==> config.mk <==
export PLATFORM = sky130hd
export DESIGN_NAME = imhdk_ctrl
export DESIGN_NICKNAME = d
export VERILOG_FILES = /design/src/rtl/core/indexed_min_heap_decrease_key_top_defines.svh /design/src/rtl/core/imhdk_pkg.sv /design/src/rtl/core/imhdk_ctrl.sv
export SDC_FILE = /design/constraint.sdc
export NUM_CORES = 1
export LEC_CHECK = 0
export ABC_AREA = 0
export BUFFER_PORTS_ARGS = -buffer_cell sky130_fd_sc_hd__buf_2
export CAP_MARGIN = 5
export CORE_MARGIN = 3
export CORE_UTILIZATION = 44
export DETAILED_ROUTE_END_ITERATION = 6
export PLACE_DENSITY = 0.77
export SLEW_MARGIN = 25
export SYNTH_ARGS = -nofsm -noshare
export SYNTH_HDL_FRONTEND = slang
export SYNTH_SLANG_ARGS = --single-unit
export TNS_END_PERCENT = 10
==> constraint.sdc <==
create_clock -name clk -period 2.4 [get_ports clk]
set_input_delay 0.12 -clock clk [delete_from_list [all_inputs] [get_ports clk]]
set_output_delay 0.12 -clock clk [all_outputs]
set_load 0.02 [all_outputs]
==> src/rtl/core/indexed_min_heap_decrease_key_top_defines.svh <==
// Assertion macros used by the heap datapath
`ifndef INDEXED_MIN_HEAP_DECREASE_KEY_TOP_DEFINES_SVH
`define INDEXED_MIN_HEAP_DECREASE_KEY_TOP_DEFINES_SVH

// Consequent must hold in the same cycle as the antecedent
`define IMHDK_ASSERT_NOW(lbl, ante, cons, msg) \
    lbl: assert property (@(posedge clk) disable iff (!rst_n) (ante) |-> (cons)) \
        else $error(msg);

// Consequent must hold in the cycle after the antecedent
`define IMHDK_ASSERT_NEXT(lbl, ante, cons, msg) \
    lbl: assert property (@(posedge clk) disable iff (!rst_n) (ante) |=> (cons)) \
        else $error(msg);

`endif

==> src/rtl/core/imhdk_pkg.sv <==
// Types and constants shared by the indexed min-heap modules
package imhdk_pkg;

    localparam int CMD_W       = 2;
    localparam int NODE_W      = 10;
    localparam int KEY_W       = 31;
    localparam int SIZE_W      = 11;
    localparam int NODE_SPAN   = 1 << NODE_W;
    localparam int IN_TDATA_W  = ((NODE_W + KEY_W + 7) / 8) * 8;
    localparam int OUT_TDATA_W = ((NODE_W + KEY_W + SIZE_W + 7) / 8) * 8;

    typedef enum logic [CMD_W-1:0] {
        CMD_CLEAR  = 2'd0,
        CMD_UPSERT = 2'd1,
        CMD_POP    = 2'd2
    } cmd_t;

    typedef enum logic [4:0] {
        S_INIT,
        S_IDLE,
        S_CLR,
        S_INS_POS,
        S_INS_SLOT,
        S_INS_CHK,
        S_UP_RD,
        S_UP_CMP,
        S_PLACE,
        S_POP_ROOT,
        S_POP_LAST,
        S_POP_GET,
        S_DN_RD,
        S_DN_FIRST,
        S_DN_SEL,
        S_DN_CMP,
        S_DONE
    } state_t;

    // Controller to datapath
    typedef struct packed {
        logic take;
        logic clr_start;
        logic clr_step;
        logic clr_all;
        logic ins_rd_slot;
        logic ins_chk;
        logic up_rd;
        logic up_move;
        logic place;
        logic pop_rd_root;
        logic pop_rd_last;
        logic pop_last;
        logic pop_empty;
        logic dn_rd;
        logic dn_first;
        logic dn_sel;
        logic dn_move;
        logic load_out;
    } dp_cmd_t;

    // Datapath to controller
    typedef struct packed {
        logic node_ok;
        logic clr_more;
        logic heap_empty;
        logic up_more;
        logic up_swap;
        logic dn_left;
        logic dn_right;
        logic dn_swap;
        logic out_free;
    } dp_sts_t;

endpackage

==> src/rtl/core/imhdk_ctrl.sv <==
// Heap controller: sequences clear, insert/decrease sift-up and pop sift-down
module imhdk_ctrl (
    input  logic                         clk,
    input  logic                         rst_n,
    input  logic                         in_valid,
    input  logic [imhdk_pkg::CMD_W-1:0]  in_command,
    output logic                         in_ready,
    input  imhdk_pkg::dp_sts_t           sts,
    output imhdk_pkg::dp_cmd_t           cmd
);

    import imhdk_pkg::*;

    state_t state_reg;
    state_t state_next;

    always_ff @(posedge clk or negedge rst_n)
    begin
        if (!rst_n)
        begin
            state_reg <= S_INIT;
        end
        else
        begin
            state_reg <= state_next;
        end
    end

    assign in_ready = (state_reg == S_IDLE);

    always_comb
    begin
        state_next = state_reg;
        cmd        = '0;
        case (state_reg)
            S_INIT:
            begin
                // Zero the whole position store once after reset
                cmd.clr_all = 1'b1;
                if (sts.clr_more)
                begin
                    cmd.clr_step = 1'b1;
                end
                else
                begin
                    state_next = S_IDLE;
                end
            end
            S_IDLE:
            begin
                if (in_valid)
                begin
                    cmd.take = 1'b1;
                    case (cmd_t'(in_command))
                        CMD_CLEAR:
                        begin
                            cmd.clr_start = 1'b1;
                            state_next    = S_CLR;
                        end
                        CMD_UPSERT:
                        begin
                            state_next = sts.node_ok ? S_INS_POS : S_DONE;
                        end
                        CMD_POP:
                        begin
                            if (sts.heap_empty)
                            begin
                                cmd.pop_empty = 1'b1;
                                state_next    = S_DONE;
                            end
                            else
                            begin
                                state_next = S_POP_ROOT;
                            end
                        end
                        default:
                        begin
                            state_next = S_DONE;
                        end
                    endcase
                end
            end
            S_CLR:
            begin
                if (sts.clr_more)
                begin
                    cmd.clr_step = 1'b1;
                end
                else
                begin
                    state_next = S_DONE;
                end
            end
            S_INS_POS:
            begin
                state_next = S_INS_SLOT;
            end
            S_INS_SLOT:
            begin
                cmd.ins_rd_slot = 1'b1;
                state_next      = S_INS_CHK;
            end
            S_INS_CHK:
            begin
                cmd.ins_chk = 1'b1;
                state_next  = S_UP_RD;
            end
            S_UP_RD:
            begin
                if (sts.up_more)
                begin
                    cmd.up_rd  = 1'b1;
                    state_next = S_UP_CMP;
                end
                else
                begin
                    state_next = S_PLACE;
                end
            end
            S_UP_CMP:
            begin
                if (sts.up_swap)
                begin
                    cmd.up_move = 1'b1;
                    state_next  = S_UP_RD;
                end
                else
                begin
                    state_next = S_PLACE;
                end
            end
            S_PLACE:
            begin
                cmd.place  = 1'b1;
                state_next = S_DONE;
            end
            S_POP_ROOT:
            begin
                cmd.pop_rd_root = 1'b1;
                state_next      = S_POP_LAST;
            end
            S_POP_LAST:
            begin
                cmd.pop_rd_last = 1'b1;
                state_next      = S_POP_GET;
            end
            S_POP_GET:
            begin
                // Count is already decremented; drop the sift if nothing is left
                cmd.pop_last = 1'b1;
                state_next   = sts.heap_empty ? S_DONE : S_DN_RD;
            end
            S_DN_RD:
            begin
                if (sts.dn_left)
                begin
                    cmd.dn_rd  = 1'b1;
                    state_next = S_DN_FIRST;
                end
                else
                begin
                    state_next = S_PLACE;
                end
            end
            S_DN_FIRST:
            begin
                cmd.dn_first = 1'b1;
                state_next   = sts.dn_right ? S_DN_SEL : S_DN_CMP;
            end
            S_DN_SEL:
            begin
                cmd.dn_sel = 1'b1;
                state_next = S_DN_CMP;
            end
            S_DN_CMP:
            begin
                if (sts.dn_swap)
                begin
                    cmd.dn_move = 1'b1;
                    state_next  = S_DN_RD;
                end
                else
                begin
                    state_next = S_PLACE;
                end
            end
            S_DONE:
            begin
                if (sts.out_free)
                begin
                    cmd.load_out = 1'b1;
                    state_next   = S_IDLE;
                end
            end
            default:
            begin
                state_next = S_IDLE;
            end
        endcase
    end

endmodule

==> flow_summary_export.csv <==
group,metric,value,unit
die,fp.dieH,44.86,um
cells_and_area,fraction_of_final_layout_cells_with_drive_strength_greater_than_1,0.3388,
power,share_comb_of_total_power,0.702,
timing,post_layout_min_period,2.108,ns
critical_path,critical_path.endpoint_type,"primary output",
detailed_routing,detail_route.drc_violations,0,
detailed_routing,wl_per_cell,14.80,um
timing,report.final.slew_viol_count,0,
job,drv_cap,0,
logic_synthesis,synth_seq_cells,5,
cells_and_area,final_net_count,136,
grt,grt_remaining_overflow,0,
grt,wire_length_of_the_first_global_routing_pass,3443,um
clocking,ctsRootBufferMaster,"sky130_fd_sc_hd__clkbuf_4",
logic_synthesis,synthesis_warnings,0,
die,core_area,1366,um^2
clocking,h-tree-depth,1,
clocking,clock_tree_from_tritoncts,"done",
cells_and_area,postLayoutCoreUtil,0.6163,
power,intPower,0.4438,mW
power,power_switching_share,0.5422,
grt,grt.total_usage,0.2280,
detailed_routing,routed_wirelength,2013,um
logic_synthesis,synth_top_cells_by_area,"sky130_fd_sc_hd__dfrtp_1 (19%), sky130_fd_sc_hd__nor3_1 (5.3%), sky130_fd_sc_hd__nand2b_1 (4.7%)",
logic_synthesis,synth_area_leader_cell,"sky130_fd_sc_hd__dfrtp_1",
grt,grt_pass1_vias,766,
cells_and_area,area_growth,26.74,%
detailed_routing,detail_route.first_pass.iterations,4,
timing,timing_worst_slew_pin_value,0.5344,ns
logic_synthesis,synth_cell_type_count,39,
timing,grt_setup_unrepaired,"false",
timing,finalHoldViolCount,0,
grt,grt_antenna_before_repair,0,
detailed_routing,route.detailed.vias_per_inst,6.103,
die,die_area,2012,um^2
logic_synthesis,synth.yosys.seq_area_share,0.1883,
timing,max_slew_margin,0.6438,
power,p_clk_frac,0.105,
power,leakage_power_figure,0.3833,nW
clocking,ctsLongestPathBuffers,2,
logic_synthesis,share_of_synthesized_registers_carrying_an_async_set_or_reset,1.000,
timing,fin_tns_setup,0,ns
critical_path,timing.critical_path.required,2.28,ns
logic_synthesis,area_of_the_mapped_netlist,664.4,um^2
cells_and_area,layout.cell_area.non_filler,842.1,um^2
clocking,clkSinkCount,5,
logic_synthesis,postSynthCellCount,91,
power,power_switching,0.5255,mW
placed_design,finalWeightedCongestion,0.9202,
logic_synthesis,synth.cells.most_frequent,"sky130_fd_sc_hd__nand2_1 (7), sky130_fd_sc_hd__nor3_1 (7), sky130_fd_sc_hd__nor2_1 (6)",
die,die_extent_in_x,44.86,um
placed_design,numPortBuffers,32,
critical_path,cp-start-kind,"register",
logic_synthesis,post_synthesis_area_per_instance,7.301,um^2
timing,setup_viol_count_final,0,
logic_synthesis,synth_enable_flop_cells,0,
power,power_density,1151,nW/um^2
detailed_routing,vias,830,
outcome,run_status,"finished clean",
critical_path,worst-path-max-fanout,9,
detailed_routing,detailedRoute.firstIterationViolations,22,
critical_path,worst-endpoint-arrival,1.99,ns
critical_path,path_class,"reg -> out",
grt,grt_start_max_net_pins,22,
clocking,cts_made_buffers,3,
die,floorplan.io_pins,33,
timing,highest_clock_rate,474.3,MHz
hold_path,holdCritPathClass,"in -> reg",
cells_and_area,largest_register_ff_count,5,
die,floorplan.initialDensity,0.4863,
cells_and_area,num_antenna_cells,0,
logic_synthesis,net_count_after_synthesis,105,
clocking,clkLatencyLatePin,0.24,ns
power,ir_drop,0.5531,mV
timing,final_min_period_over_clock_period,0.8785,
logic_synthesis,synth_top_cell_area_share,0.1883,
logic_synthesis,primary_ff_master_synth,"sky130_fd_sc_hd__dfrtp_1",
timing,skew,0.007753,ns
placed_design,hpwlAfterDp,1516,um
die,floorplan.rows,13,
placed_design,detailed_place.area,805.8,um^2
clocking,post-cts-setup-buffers,0,
detailed_routing,antenna_violating_nets_post_route,0,
clocking,path_clk_slew,0.05,ns
power,power.sequential.fraction,0.194,
==> layout by cell type, fill, tap and decap left out, types with 4 or more instances in the layout <==
cell	Yosys	routed
sky130_fd_sc_hd__nor3_1	7	7
sky130_fd_sc_hd__nand2b_1	5	5
sky130_fd_sc_hd__nor2b_1	5	5
sky130_fd_sc_hd__nand2_1	7	7
sky130_fd_sc_hd__a21oi_1	4	4
sky130_fd_sc_hd__buf_2	3	32
sky130_fd_sc_hd__nor2_1	6	6
sky130_fd_sc_hd__inv_1	5	5
sky130_fd_sc_hd__dfrtp_1	5	5
==> metrics by stage <==
stage / setup slack (ns) / hold slack, ns / std cells / total power, mW
detailed placement: 0.5834 / -0.05447 / 131 / 0.8466
finish: 0.2917 / 0.1034 / 136 / 0.9692
global route: 0.1551 / 0.1039 / 136 / 1.048
CTS: 0.3048 / 0.09692 / 136 / 0.9578
global placement: 0.6295 / -0.06139 / 131 / 0.8441
floorplan: 0.4675 / -0.1756 / 91 / 0.7126
==> final cells by class <==
| type | instances | area (um^2) |
|---|---|---|
| sequential | 5 | 125.1 |
| fill | 140 | 524.3 |
| timing repair buffer | 35 | 185.2 |
| tap | 15 | 18.77 |
| clock buffer | 4 | 26.28 |
| inverter | 5 | 18.77 |
| multi-input combinational | 72 | 467.9 |
==> repair_timing <==
action / in CTS / in global routing
hold buffers: 1 / 0
endpoints found under the hold margin: 5 / 0
gates resized for setup: 0 / 0
==> power by group through the flow <==
stage                     Sequential (mW)  Clock, mW  Combinational [mW]
after floorplan                     0.139          0               0.574
after global placement              0.182          0               0.662
after detailed placement            0.183          0               0.663
after CTS                           0.184      0.101               0.673
after global routing                0.196      0.112               0.740
final                               0.188      0.102               0.680
==> path summary, 6_finish.rpt <==
check                              from           end  slack, ns  cells after the start
setup / recovery           state_reg[2]       cmd[16]       0.29                      6
hold / removal                   sts[0]  state_reg[4]       0.10                      2
setup reg to reg           state_reg[2]  state_reg[1]       0.65                      4
hold reg to reg            state_reg[4]  state_reg[0]       0.70                      2
max in group asynchronous         rst_n  state_reg[4]       2.04                      2
min in group asynchronous         rst_n  state_reg[3]       0.22                      2
==> logic make-up after synthesis <==
group,share of synthesized area
muxes,0.01695
xor gates and xnor gates,0.01319
AOI/OAI and AO/OA,0.2618
DFF,0.1883
and+or+nand+nor,0.4124
buffers and inverters,0.1073
==> critical path, cell delays in order, from the launching register on <==
cell	delay, ns
sky130_fd_sc_hd__dfrtp_1	0.46
sky130_fd_sc_hd__or2_1	0.36
sky130_fd_sc_hd__or3_4	0.42
sky130_fd_sc_hd__inv_1	0.10
sky130_fd_sc_hd__nand2_1	0.10
sky130_fd_sc_hd__nor3_2	0.10
sky130_fd_sc_hd__buf_2	0.18
==> per-layer routing <==
layer	track usage	vias up	part of all wire	routed length, um
met5	0	-	0	0
met1	0.2836	375	0.40	802
met4	0.1111	0	0.032	64
met3	0.05578	8	0.083	168
met2	0.3668	48	0.49	977
li1	-	399	-	-
No activity file was read; power rests on OpenSTA's default activity.
